===== config.mk =====
export PLATFORM = sky130hd
export DESIGN_NAME = aceq_regs
export DESIGN_NICKNAME = d
export VERILOG_FILES = /design/src/hdl/aceq_pkg.sv /design/src/hdl/aceq_regs.sv
export SDC_FILE = /design/constraint.sdc
export NUM_CORES = 1
export LEC_CHECK = 0
export BUFFER_PORTS_ARGS = -buffer_cell sky130_fd_sc_hd__buf_2
export CORE_AREA = 2 2 125 127
export DETAILED_ROUTE_END_ITERATION = 10
export DIE_AREA = 0 0 127 129
export GPL_TIMING_DRIVEN = 1
export RECOVER_POWER = 100
export SETUP_SLACK_MARGIN = 0.05
export SLEW_MARGIN = 20
export SYNTH_ARGS = -nofsm -noshare
export SYNTH_HDL_FRONTEND = slang
export SYNTH_SLANG_ARGS = --single-unit

===== constraint.sdc =====
create_clock -name i_clk -period 1.6 [get_ports i_clk]
set_input_delay 0.32 -clock i_clk [delete_from_list [all_inputs] [get_ports i_clk]]
set_output_delay 0.32 -clock i_clk [all_outputs]
set_load 0.01 [all_outputs]

===== src/hdl/aceq_pkg.sv =====
// ----------------------------------------------------------------------------
// aceq_pkg
// Shared widths, codes and types of the adaptive complex equalizer.
// ----------------------------------------------------------------------------
package aceq_pkg;

    // Default number of taps
    localparam int TAPS_DEF   = 16;

    // Field widths
    localparam int SMP_W      = 16;            // Q2.13 sample, pivot, output
    localparam int TAP_W      = 24;            // Q3.20 tap part
    localparam int ERR_W      = 24;            // error part, Q.13
    localparam int STEP_W     = 17;            // widest step register
    localparam int MOD_W      = 20;            // Q4.16 modulus
    localparam int PM_W       = 40;            // one tap by sample product
    localparam int PROD_W     = PM_W + 1;      // conj(e) * hist part
    localparam int SCL_W      = PROD_W + STEP_W + 1;
    localparam int DW         = SCL_W + 4;     // signed increment width
    localparam int NUM_W      = DW - 1;        // divider dividend width
    localparam int POW_BASE_W = 32;            // one history power term
    localparam int ADDR_W     = 5;
    localparam int DATA_W     = 32;

    localparam logic signed [TAP_W-1:0] TAP_ONE = 24'sd1048576;

    // Adaptation modes
    typedef enum logic [1:0] {
        MODE_LMS  = 2'd0,
        MODE_NLMS = 2'd1,
        MODE_CMA  = 2'd2,
        MODE_MMA  = 2'd3
    } t_mode;

    // Register indexes
    typedef enum logic [2:0] {
        REG_MODE       = 3'd0,
        REG_BLIND_STEP = 3'd1,
        REG_DD_STEP    = 3'd2,
        REG_NLMS_STEP  = 3'd3,
        REG_CMA_MOD    = 3'd4,
        REG_MMA_RE_MOD = 3'd5,
        REG_MMA_IM_MOD = 3'd6
    } t_reg;

    // Configuration bundle
    typedef struct packed {
        t_mode              mode;
        logic [15:0]        blind_step;
        logic [15:0]        dd_step;
        logic [STEP_W-1:0]  nlms_step;
        logic [MOD_W-1:0]   cma_mod;
        logic [MOD_W-1:0]   mma_re_mod;
        logic [MOD_W-1:0]   mma_im_mod;
    } t_cfg;

    // Datapath operations
    typedef enum logic [4:0] {
        OP_NONE,
        OP_LOAD,
        OP_RD,
        OP_FMUL,
        OP_FACC,
        OP_FOUT,
        OP_ESQ,
        OP_EDIFF,
        OP_EFIN,
        OP_PMUL,
        OP_PACC,
        OP_TMUL,
        OP_TSUM,
        OP_TSCL,
        OP_TRND,
        OP_DNUM,
        OP_DGO,
        OP_DQUO,
        OP_TWR,
        OP_EMIT
    } t_op;

    // Controller to datapath
    typedef struct packed {
        t_op  op;
        logic k_clr;
        logic k_inc;
    } t_cmd;

    // Datapath to controller
    typedef struct packed {
        logic upd;
        logic nlms;
        logic dd;
        logic y_zero;
        logic last;
        logic div_busy;
        logic out_free;
    } t_stat;

endpackage


===== src/hdl/aceq_regs.sv =====
// ----------------------------------------------------------------------------
// aceq_regs
// APB register file holding mode, step sizes and modulus constants.
// ----------------------------------------------------------------------------
module aceq_regs (
    input  logic                          i_clk,
    input  logic                          i_rst_n,
    input  logic                          psel,
    input  logic                          penable,
    input  logic                          pwrite,
    input  logic [aceq_pkg::ADDR_W-1:0]   paddr,
    input  logic [aceq_pkg::DATA_W-1:0]   pwdata,
    output logic [aceq_pkg::DATA_W-1:0]   prdata,
    output logic                          pready,
    output aceq_pkg::t_cfg                o_cfg
);

    aceq_pkg::t_cfg r_cfg;
    aceq_pkg::t_reg reg_sel;
    logic           wr_en;

    assign reg_sel = aceq_pkg::t_reg'(paddr[4:2]);
    assign wr_en   = psel & penable & pwrite;
    assign pready  = 1'b1;
    assign o_cfg   = r_cfg;

    // Write registers on the access beat
    always_ff @(posedge i_clk) begin
        if (!i_rst_n) begin
            r_cfg.mode       <= aceq_pkg::MODE_LMS;
            r_cfg.blind_step <= 16'd16;
            r_cfg.dd_step    <= 16'd256;
            r_cfg.nlms_step  <= 17'd6554;
            r_cfg.cma_mod    <= 20'd65536;
            r_cfg.mma_re_mod <= 20'd65536;
            r_cfg.mma_im_mod <= 20'd65536;
        end else if (wr_en) begin
            case (reg_sel)
                aceq_pkg::REG_MODE:       r_cfg.mode <= aceq_pkg::t_mode'(pwdata[1:0]);
                aceq_pkg::REG_BLIND_STEP: r_cfg.blind_step <= pwdata[15:0];
                aceq_pkg::REG_DD_STEP:    r_cfg.dd_step <= pwdata[15:0];
                aceq_pkg::REG_NLMS_STEP:  r_cfg.nlms_step <= pwdata[16:0];
                aceq_pkg::REG_CMA_MOD:    r_cfg.cma_mod <= pwdata[19:0];
                aceq_pkg::REG_MMA_RE_MOD: r_cfg.mma_re_mod <= pwdata[19:0];
                aceq_pkg::REG_MMA_IM_MOD: r_cfg.mma_im_mod <= pwdata[19:0];
                default: ;
            endcase
        end
    end

    // Read back
    always_comb begin
        prdata = '0;
        case (reg_sel)
            aceq_pkg::REG_MODE:       prdata = 32'(r_cfg.mode);
            aceq_pkg::REG_BLIND_STEP: prdata = 32'(r_cfg.blind_step);
            aceq_pkg::REG_DD_STEP:    prdata = 32'(r_cfg.dd_step);
            aceq_pkg::REG_NLMS_STEP:  prdata = 32'(r_cfg.nlms_step);
            aceq_pkg::REG_CMA_MOD:    prdata = 32'(r_cfg.cma_mod);
            aceq_pkg::REG_MMA_RE_MOD: prdata = 32'(r_cfg.mma_re_mod);
            aceq_pkg::REG_MMA_IM_MOD: prdata = 32'(r_cfg.mma_im_mod);
            default:                  prdata = '0;
        endcase
    end

endmodule


==> impl_summary.log <==
INFO  metric run_status = complete, but fails checks
INFO  metric failing_checks = setup timing
INFO  metric power_density = 784 nW/µm²
INFO  metric p_leak = 2.98 nW
INFO  metric ctsLongestPathBuffers = 2
INFO  metric whs = 0.228 ns
INFO  metric ctsHtreeMaxLevel = 3
INFO  metric finalWorstSetupSlack = -0.160 ns
INFO  metric grt_pass1_wl = 25900 µm
INFO  metric final_min_period_over_clock_period = 110%
INFO  metric final_period_demand_of_the_worst_path = 1.76 ns
INFO  metric fp-row-count = 45
INFO  metric fp.dieW = 127 µm
INFO  metric clock-skew-final = 0 ns
INFO  metric totalNegativeSetupSlack = -2.22 ns
INFO  metric area_growth_syn_to_layout = 37.6%
INFO  metric cp-startpoint = o_cfg[45]
INFO  metric ioPinCount = 186
INFO  metric drc_errors = 0
INFO  metric syn-mean-instance-area = 9.77 µm²
INFO  metric critical_path_arrival = 1.44 ns
INFO  metric initial_antenna_violation_count = 0
INFO  metric report.final.hold_viol_count = 0
INFO  metric critical_path_peak_fanout = 3
INFO  metric synthesized_instance_count = 530
INFO  metric setup.worst_path.class = flop to primary output
INFO  metric yosys.area.top_type = sky130_fd_sc_hd__dfxtp_1
INFO  metric setup_repair_after_global_routing_missed_its_margin = true
INFO  metric clock_buffer_count_from_cts = 9
INFO  metric ctsRootBufferMaster = sky130_fd_sc_hd__clkbuf_16
INFO  metric grt-ovfl-total = 0
INFO  metric number_of_global_route_vias_before_repair = 4618
INFO  metric worstPathRequired = 1.28 ns
INFO  metric synth.lib_cells_used.distinct = 39
INFO  metric cp-end-kind = primary output
INFO  metric dr_total_vias = 4628
INFO  metric dr.first_iter.drc_count = 264
INFO  metric cts.sinks = 111
INFO  metric timing.rr.end = o_cfg[87]
INFO  metric finalWirelength = 17300 µm
INFO  metric place.port_buffers = 158
INFO  metric synth_top_cells_by_area = sky130_fd_sc_hd__dfxtp_1 (43%), sky130_fd_sc_hd__mux2i_1 (24%), sky130_fd_sc_hd__nand2_1 (8.9%)
INFO  metric clock_tree_from_tritoncts = built
INFO  metric vdd_ir_drop_max = 399 µV
INFO  metric max_capacitance_violation_count = 0
INFO  metric crit_path_start_kind = flop
INFO  metric final_nets = 781
INFO  metric placeable_core_region = 15000 µm²
INFO  metric die_h = 129 µm
INFO  metric synth-seq-area-share = 42.9%
INFO  metric r2r_slack = 0.85 ns
INFO  metric drt-wirelength-per-cell = 18.6 µm
INFO  metric number_of_nets_still_failing_antenna_checks_after_routing = 0
INFO  metric die_area = 16400 µm²
INFO  metric via_per_inst = 4.97
INFO  metric start_util = 34.6%
INFO  metric ys_ff_latch = 111
INFO  metric top_cell_type_s_share_of_synthesized_area = 42.9%
INFO  metric fin_total_pwr = 5.59 mW
INFO  metric timing.rr.start = o_cfg[87]
INFO  metric largest_net_degree_at_the_start_of_global_routing = 66
INFO  metric flip_flop_count_of_the_largest_register_all_copies_and_words_added = 111
INFO  metric antennaDiodeCount = 0
INFO  metric synth_warnings = 0
INFO  metric worstRegToRegCells = 3
INFO  metric clk_latency = 0.35 ns
INFO  metric setup.worst_path.end = prdata[5]
INFO  metric synthesis.area = 5180 µm²
INFO  metric hold_path.class = input port to flop
INFO  metric dr.pass1.iters = 4
INFO  metric cts.clk_slew.worst_paths = 0.07 ns
INFO  metric grtUsageTotal = 20.9%
INFO  metric gpl.final_weighted_congestion = 0.814
INFO  metric setup_viol = 27
INFO  metric dpl.hpwl = 11600 µm
INFO  metric max_transition_viols_final = 0
INFO  metric maxClockFrequency = 568 MHz
INFO  metric final_layout_size_suffix_gt1_share = 30.4%
how the worst min path moves through the flow:
stage	startpoint	end	slack (ns)	cells past startpoint
after floorplan	pwdata[16]	o_cfg[76]	0.46	2
after global placement	o_cfg[42]	o_cfg[42]	0.45	2
after detailed placement	o_cfg[44]	o_cfg[44]	0.46	2
after CTS	pwdata[16]	o_cfg[76]	0.21	3
after global routing	pwdata[16]	o_cfg[76]	0.26	3
final	pwdata[16]	o_cfg[76]	0.23	3
layout by cell type (no fill, tap or decap), drive strengths merged, types with 7 or more instances in the layout:
| cell type | synthesis | routed |
|---|---|---|
| nand2 | 123 | 123 |
| a2bb2oi | 7 | 7 |
| a21oi | 7 | 7 |
| a221oi | 8 | 8 |
| conb | 2 | 13 |
| inv | 7 | 7 |
| dfxtp | 111 | 111 |
| o311ai | 7 | 7 |
| o2bb2ai | 7 | 7 |
| clkbuf | 21 | 113 |
| o21ai | 9 | 9 |
| nor2b | 11 | 11 |
| mux2 | 15 | 15 |
| mux2i | 126 | 126 |
| buf | 34 | 138 |
layout make-up:
cell class	count	area [µm²]
timing repair buffer	242	1530
inverter	7	26.3
sequential	111	2230
clock buffer	11	243
tap	188	235
multi-input combinational	368	2830
clock inverter	5	33.8
fill	1475	7850
kinds of logic (layout without fill, tap and decap cells):
family	Yosys count	after routing	synth area share, %
AO/OA/AOI/OAI	57	57	8.46
multiplexers	142	142	28.1
buffers and inverters	62	265	6.84
flip-flops	111	111	42.9
AND/OR/NAND/NOR	156	156	13.6
other	2	13	0.145
cells in the mapped netlist, drive strengths merged:
library cell and count:
o21ai 9, and2 3, inv 7, clkbuf 21
and2b 1, and3 1, nand4 1, a31oi 2
mux2i 126, nor2 5, and4b 2, and3b 1
nor2b 11, a21oi 7, o21a 1, nand2b 3
a2bb2oi 7, nand4b 1, a221oi 8, o2bb2ai 7
dfxtp 111, or3 1, or2 1, mux4 1
conb 2, nand3 2, a32oi 1, buf 34
o221ai 4, a221o 4, nand2 123, o311ai 7
mux2 15
power by group:
| group | switching, mW | total [mW] | internal [mW] |
|---|---|---|---|
| clock network | 1.03 | 2.13 | 1.10 |
| logic | 0.365 | 0.658 | 0.293 |
| registers | 0.0181 | 2.80 | 2.78 |
critical path: stages, from the launching register on:
cell	delay, ns
sky130_fd_sc_hd__dfxtp_2	0.33
sky130_fd_sc_hd__mux2_4	0.29
sky130_fd_sc_hd__a221oi_4	0.27
sky130_fd_sc_hd__a21oi_2	0.05
sky130_fd_sc_hd__buf_2	0.14
through the flow:
step	std cells	setup WS (ns)	utilization, %	cell area (µm²)
after detailed placement	878	-0.297	43.0	6450
after floorplan	541	0.0253	-	5260
after CTS	927	-0.170	48.7	7290
after global placement	878	-0.277	43.0	6450
after global routing	932	-0.217	47.6	7130
final	932	-0.160	47.6	7130
routing by layer:
| metal | wire length, µm | vias to the layer above | part of all wire (%) | GRT usage [%] |
|---|---|---|---|---|
| li1 | - | 2243 | - | - |
| met1 | 7870 | 2223 | 45 | 26.5 |
| met2 | 8240 | 129 | 48 | 34.6 |
| met3 | 707 | 33 | 4.1 | 3.99 |
| met4 | 501 | 0 | 2.9 | 9.76 |
| met5 | 0 | - | 0 | 0 |
repair_timing:
item,in CTS,in global routing
setup endpoints to repair,20,20
pin swaps,14,9
setup buffers,29,5
cloned,4,1
hold buffers,0,0
resized for setup,72,30
Power figures use the tool's default switching activity.
