$ cat src/hdl/aceq_pkg.sv
// ----------------------------------------------------------------------------
// aceq_pkg
// Shared widths, codes and types of the adaptive complex equalizer.
// ----------------------------------------------------------------------------
package aceq_pkg;

    // Default number of taps
    localparam int TAPS_DEF   = 16;

    // Field widths
    localparam int SMP_W      = 16;            // Q2.13 sample, pivot, output
    localparam int TAP_W      = 24;            // Q3.20 tap part
    localparam int ERR_W      = 24;            // error part, Q.13
    localparam int STEP_W     = 17;            // widest step register
    localparam int MOD_W      = 20;            // Q4.16 modulus
    localparam int PM_W       = 40;            // one tap by sample product
    localparam int PROD_W     = PM_W + 1;      // conj(e) * hist part
    localparam int SCL_W      = PROD_W + STEP_W + 1;
    localparam int DW         = SCL_W + 4;     // signed increment width
    localparam int NUM_W      = DW - 1;        // divider dividend width
    localparam int POW_BASE_W = 32;            // one history power term
    localparam int ADDR_W     = 5;
    localparam int DATA_W     = 32;

    localparam logic signed [TAP_W-1:0] TAP_ONE = 24'sd1048576;

    // Adaptation modes
    typedef enum logic [1:0] {
        MODE_LMS  = 2'd0,
        MODE_NLMS = 2'd1,
        MODE_CMA  = 2'd2,
        MODE_MMA  = 2'd3
    } t_mode;

    // Register indexes
    typedef enum logic [2:0] {
        REG_MODE       = 3'd0,
        REG_BLIND_STEP = 3'd1,
        REG_DD_STEP    = 3'd2,
        REG_NLMS_STEP  = 3'd3,
        REG_CMA_MOD    = 3'd4,
        REG_MMA_RE_MOD = 3'd5,
        REG_MMA_IM_MOD = 3'd6
    } t_reg;

    // Configuration bundle
    typedef struct packed {
        t_mode              mode;
        logic [15:0]        blind_step;
        logic [15:0]        dd_step;
        logic [STEP_W-1:0]  nlms_step;
        logic [MOD_W-1:0]   cma_mod;
        logic [MOD_W-1:0]   mma_re_mod;
        logic [MOD_W-1:0]   mma_im_mod;
    } t_cfg;

    // Datapath operations
    typedef enum logic [4:0] {
        OP_NONE,
        OP_LOAD,
        OP_RD,
        OP_FMUL,
        OP_FACC,
        OP_FOUT,
        OP_ESQ,
        OP_EDIFF,
        OP_EFIN,
        OP_PMUL,
        OP_PACC,
        OP_TMUL,
        OP_TSUM,
        OP_TSCL,
        OP_TRND,
        OP_DNUM,
        OP_DGO,
        OP_DQUO,
        OP_TWR,
        OP_EMIT
    } t_op;

    // Controller to datapath
    typedef struct packed {
        t_op  op;
        logic k_clr;
        logic k_inc;
    } t_cmd;

    // Datapath to controller
    typedef struct packed {
        logic upd;
        logic nlms;
        logic dd;
        logic y_zero;
        logic last;
        logic div_busy;
        logic out_free;
    } t_stat;

endpackage

$ cat src/hdl/aceq_ctrl.sv
// ----------------------------------------------------------------------------
// aceq_ctrl
// Sequencer: steps the datapath through the filter pass or the tap update.
// ----------------------------------------------------------------------------
module aceq_ctrl (
    input  logic             i_clk,
    input  logic             i_rst_n,
    input  logic             i_in_vld,
    output logic             o_in_rdy,
    input  aceq_pkg::t_stat  i_st,
    output aceq_pkg::t_cmd   o_cmd
);

    typedef enum logic [4:0] {
        S_IDLE,
        S_DISP,
        S_F_RD,
        S_F_MUL,
        S_F_ACC,
        S_F_OUT,
        S_E_SQ,
        S_E_DIFF,
        S_E_FIN,
        S_P_RD,
        S_P_MUL,
        S_P_ACC,
        S_T_RD,
        S_T_MUL,
        S_T_SUM,
        S_T_SCL,
        S_T_RND,
        S_T_DNUM,
        S_T_DGO,
        S_T_WAIT,
        S_T_QUO,
        S_T_WR,
        S_FIN
    } t_state;

    t_state r_state, n_state;

    // Next state and datapath command
    always_comb begin
        n_state     = r_state;
        o_cmd.op    = aceq_pkg::OP_NONE;
        o_cmd.k_clr = 1'b0;
        o_cmd.k_inc = 1'b0;
        case (r_state)
            S_IDLE: begin
                if (i_in_vld) begin
                    o_cmd.op = aceq_pkg::OP_LOAD;
                    n_state  = S_DISP;
                end
            end
            S_DISP: begin
                o_cmd.k_clr = 1'b1;
                n_state     = i_st.upd ? S_E_SQ : S_F_RD;
            end
            // Filter pass
            S_F_RD: begin
                o_cmd.op = aceq_pkg::OP_RD;
                n_state  = S_F_MUL;
            end
            S_F_MUL: begin
                o_cmd.op = aceq_pkg::OP_FMUL;
                n_state  = S_F_ACC;
            end
            S_F_ACC: begin
                o_cmd.op    = aceq_pkg::OP_FACC;
                o_cmd.k_inc = 1'b1;
                n_state     = i_st.last ? S_F_OUT : S_F_RD;
            end
            S_F_OUT: begin
                o_cmd.op = aceq_pkg::OP_FOUT;
                n_state  = S_FIN;
            end
            // Error
            S_E_SQ: begin
                o_cmd.op = aceq_pkg::OP_ESQ;
                n_state  = S_E_DIFF;
            end
            S_E_DIFF: begin
                o_cmd.op = aceq_pkg::OP_EDIFF;
                n_state  = S_E_FIN;
            end
            S_E_FIN: begin
                o_cmd.op = aceq_pkg::OP_EFIN;
                if (i_st.dd && i_st.y_zero) begin
                    n_state = S_FIN;
                end else if (i_st.nlms) begin
                    n_state = S_P_RD;
                end else begin
                    n_state = S_T_RD;
                end
            end
            // History power
            S_P_RD: begin
                o_cmd.op = aceq_pkg::OP_RD;
                n_state  = S_P_MUL;
            end
            S_P_MUL: begin
                o_cmd.op = aceq_pkg::OP_PMUL;
                n_state  = S_P_ACC;
            end
            S_P_ACC: begin
                o_cmd.op = aceq_pkg::OP_PACC;
                if (i_st.last) begin
                    o_cmd.k_clr = 1'b1;
                    n_state     = S_T_RD;
                end else begin
                    o_cmd.k_inc = 1'b1;
                    n_state     = S_P_RD;
                end
            end
            // Tap update
            S_T_RD: begin
                o_cmd.op = aceq_pkg::OP_RD;
                n_state  = S_T_MUL;
            end
            S_T_MUL: begin
                o_cmd.op = aceq_pkg::OP_TMUL;
                n_state  = S_T_SUM;
            end
            S_T_SUM: begin
                o_cmd.op = aceq_pkg::OP_TSUM;
                n_state  = S_T_SCL;
            end
            S_T_SCL: begin
                o_cmd.op = aceq_pkg::OP_TSCL;
                n_state  = i_st.nlms ? S_T_DNUM : S_T_RND;
            end
            S_T_RND: begin
                o_cmd.op = aceq_pkg::OP_TRND;
                n_state  = S_T_WR;
            end
            S_T_DNUM: begin
                o_cmd.op = aceq_pkg::OP_DNUM;
                n_state  = S_T_DGO;
            end
            S_T_DGO: begin
                o_cmd.op = aceq_pkg::OP_DGO;
                n_state  = S_T_WAIT;
            end
            S_T_WAIT: begin
                if (!i_st.div_busy) begin
                    n_state = S_T_QUO;
                end
            end
            S_T_QUO: begin
                o_cmd.op = aceq_pkg::OP_DQUO;
                n_state  = S_T_WR;
            end
            S_T_WR: begin
                o_cmd.op    = aceq_pkg::OP_TWR;
                o_cmd.k_inc = 1'b1;
                n_state     = i_st.last ? S_FIN : S_T_RD;
            end
            // Hand the result to the output register
            S_FIN: begin
                if (i_st.out_free) begin
                    o_cmd.op = aceq_pkg::OP_EMIT;
                    n_state  = S_IDLE;
                end
            end
            default: begin
                n_state = S_IDLE;
            end
        endcase
    end

    always_ff @(posedge i_clk) begin
        if (!i_rst_n) begin
            r_state <= S_IDLE;
        end else begin
            r_state <= n_state;
        end
    end

    assign o_in_rdy = (r_state == S_IDLE);

endmodule

$ cat config.mk
export PLATFORM = sky130hd
export DESIGN_NAME = aceq_ctrl
export DESIGN_NICKNAME = d
export VERILOG_FILES = /design/src/hdl/aceq_pkg.sv /design/src/hdl/aceq_ctrl.sv
export SDC_FILE = /design/constraint.sdc
export NUM_CORES = 1
export LEC_CHECK = 0
export BUFFER_PORTS_ARGS = -buffer_cell sky130_fd_sc_hd__buf_2
export CORE_UTILIZATION = 50
export DETAILED_ROUTE_END_ITERATION = 8
export PLACE_DENSITY_LB_ADDON = 0.25
export SYNTH_ARGS = -nofsm -noshare
export SYNTH_HDL_FRONTEND = slang
export SYNTH_SLANG_ARGS = --single-unit
$ cat constraint.sdc
create_clock -name i_clk -period 1.8 [get_ports i_clk]
set_clock_uncertainty 0.2 [all_clocks]
set_input_delay 0.27 -clock i_clk [delete_from_list [all_inputs] [get_ports i_clk]]
set_output_delay 0.27 -clock i_clk [all_outputs]
set_load 0.005 [all_outputs]
==> impl_results.md <==
* Initial antenna violation count at 0
* Vias in the first global route at 970
* Area delta synth->final at 40.0%
* Via count at ~1200
* Max-Cap Viols at 0
* Dpl hpwl at 1990 um
* FFs w/ async S/R, synth at 0
* Cts hold-fix bufs at 0
* Dpl cell area at 1030 um^2
* First-pass GRT wire length at 4560 um
* Outcome: complete, but fails checks
* Gate Count Post-Synth at 121
* Worst reg2reg startpoint: r_state[1]
* Worst slew pin tran at 0.461 ns
* Detail Route Antenna Nets at 0
* Clock root buffer master: clkbuf_4
* Cell Area, Synth at about 850 um^2
* Top flop regs: r_state x5
* Slew HR at 0.690
* Die width at 43.2 um
* Setup TNS at -0.540 ns
* Design Power at 1.72 mW
* Cell area after layout at ~1200 um^2
* Synth cell count leaders: a21oi_1 (10), nand2_1 (10), nor2_1 (10)
* Gr usage total at 0.327
* Core footprint at between 1500 and 2000 um^2
* Arr. time, crit path at 1.55 ns
* Startpoint types: flop
* DR vias/cell at 6.94
* Final wirelength at 3470 um
* Final std cells w/o fill at 173
* Hold WC Path Type: in -> reg
* Start-to-end type of the worst setup path: reg -> out
* Max reg flops at 5
* Post-synth cell types at 46
* N_diodes at 0
* CP endpoint: o_cmd[2]
* Cell count after placement at 163
* Grt total ovfl at 0
* CTS H-tree depth at 1
* # port buffers at 17
* Sink Count at 5
* Area of the multi-input gates at ~700 um^2
* Final hold vios at 0
* Max Clock Freq at 496 MHz
* Post-route DRC at 2
* Largest net degree at the start of global routing at 20
* Worst r2r path cells at 6
* Unrepaired setup endpoints after global routing: yes
* Fill cells at 119
* Final WS setup at -0.218 ns
* PD cells at 1450 nW/um^2
* GP Congestion at 0.970
* Initial core utilization at 0.550
* Die H at 43.2 um
* Fin. max-slew vios at 0
* DRT Pass-1 Iters at 8
* Crit path max fanout at 5
* Fin crit share at 1.12
* CP Capture Type: primary output
* Failing checks: DRC, setup timing
* Seq/Total Area, Yosys at 0.118
* Post-layout minimum cycle time at 2.02 ns
* Final net count at 168
* Clk_lat worst skew at around 0.24 ns
* Area contributors post-synth: dfxtp_1 (12%), a21oi_1 (5.9%), nand2_1 (4.4%), nor2_1 (4.4%), a32oi_1 (4.1%)
* Io pins at 18
* CTS tree: yes
* Clock Pin Slew Worst Setup and Hold Paths at 0.05 ns
* CTS Buf Count at 3
* Biggest register: r_state
* YS warnings at 0
* WL/cell at 20.0 um
* Register area at about 120 um^2
* Post-synth top area cell: dfxtp_1
* Crit Reg-Reg Endpoint: r_state[0]
* Peak supply drop at 0.789 mV
* Cell leakage power at 0.532 nW
* Worst EP required at 1.33 ns
* # rows at 14
* Number of setup violations in the final report at 7
* Main flop type after synthesis: dfxtp_1
* Area fraction of the dominant cell type after synthesis at 0.118
* Post-synth EDFFs at 0
* Post-synth net total at 131
* Die footprint at between 1500 and 2000 um^2
* CP startpoint: r_state[0]
* Share of post-route cells with drive strength above 1 at 0.427
* Reg-to-reg slack, setup at -0.06 ns
* Initial DRC Count at 118
* Syn avg cell area at 7.00 um^2
* Post-synthesis sequential element count at 5
* Clk buf depth at 2
## cells in the final DEF (no fill, tap or decap), types with 4 or more instances in the layout
cell type  Yosys  routed
buf_4          2      21
buf_2          7      17
nand2_1       10      10
a21oi_1       10      10
inv_1          7       6
nor2_1        10       6
buf_6          2       5
dfxtp_4        0       5
nor2b_1        5       4
o22ai_1        4       4
a21o_1         4       4
## per-layer routing
| layer | track usage | up-vias | wire length [um] |
|---|---|---|---|
| li1 | - | 533 | - |
| met5 | 0 | - | 0 |
| met2 | 0.493 | 123 | 1610 |
| met3 | 0.0340 | 27 | 405 |
| met1 | 0.434 | 518 | 1270 |
| met4 | 0.212 | 0 | 179 |
## worst min path at each step
stage / startpoint / endpoint / slack (ns) / cells past startpoint
2_1_floorplan: i_rst_n / r_state[2] / 0.18 / 2
5_1_grt: i_rst_n / r_state[3] / 0.09 / 2
3_5_place_dp: i_rst_n / r_state[2] / 0.36 / 3
3_3_place_gp: i_rst_n / r_state[2] / 0.35 / 3
4_1_cts: i_rst_n / r_state[2] / 0.09 / 3
6_report: i_rst_n / r_state[3] / 0.12 / 2
## cell type report
class,instances,area share
multi-input cells,98,0.584
repair buffers,43,0.252
flip-flops and latches,5,0.100
inverters,7,0.0243
clock buffers,4,0.0222
well taps,16,0.0169
## power by group
| group | switching [mW] | internal (mW) | leakage (nW) |
|---|---|---|---|
| Clock | 0.0520 | 0.0842 | 0.0150 |
| Combinational | 0.715 | 0.633 | 0.473 |
| Sequential | 0.0739 | 0.161 | 0.0445 |
| Total | 0.840 | 0.879 | 0.532 |
## cells by family (layout without fill, tap and decap cells)
kind of cell / after synthesis / in the layout / synth area share
AND/OR/NAND/NOR: 49 / 49 / 0.340
AO/OA/AOI/OAI: 47 / 47 / 0.405
buffers and inverters: 18 / 54 / 0.117
flip-flops: 5 / 5 / 0.118
XOR/XNOR: 2 / 2 / 0.0207
## through the flow
step           setup slack (ns)   util  hold slack, ns
2_1_floorplan             0.139      -           0.182
3_3_place_gp             0.0683  0.668           0.352
3_5_place_dp             0.0381  0.668           0.358
4_1_cts                 -0.0997  0.718          0.0912
5_1_grt                  -0.292  0.769          0.0945
6_report                 -0.218  0.769           0.116
## timing repair
action                     in CTS  in global routing
buffers inserted                2                  4
pin swaps                       9                  6
gates resized for setup        14                 14
hold endpoints to repair        0                  0
setup endpoints to repair       8                  8
## critical path, stage by stage (launching register included)
cell,delay [ns]
dfxtp_4,0.36
buf_6,0.13
xor2_1,0.15
a22o_1,0.23
a22oi_1,0.20
o22ai_1,0.11
buf_2,0.14
No activity file was read; power rests on OpenSTA's default activity.
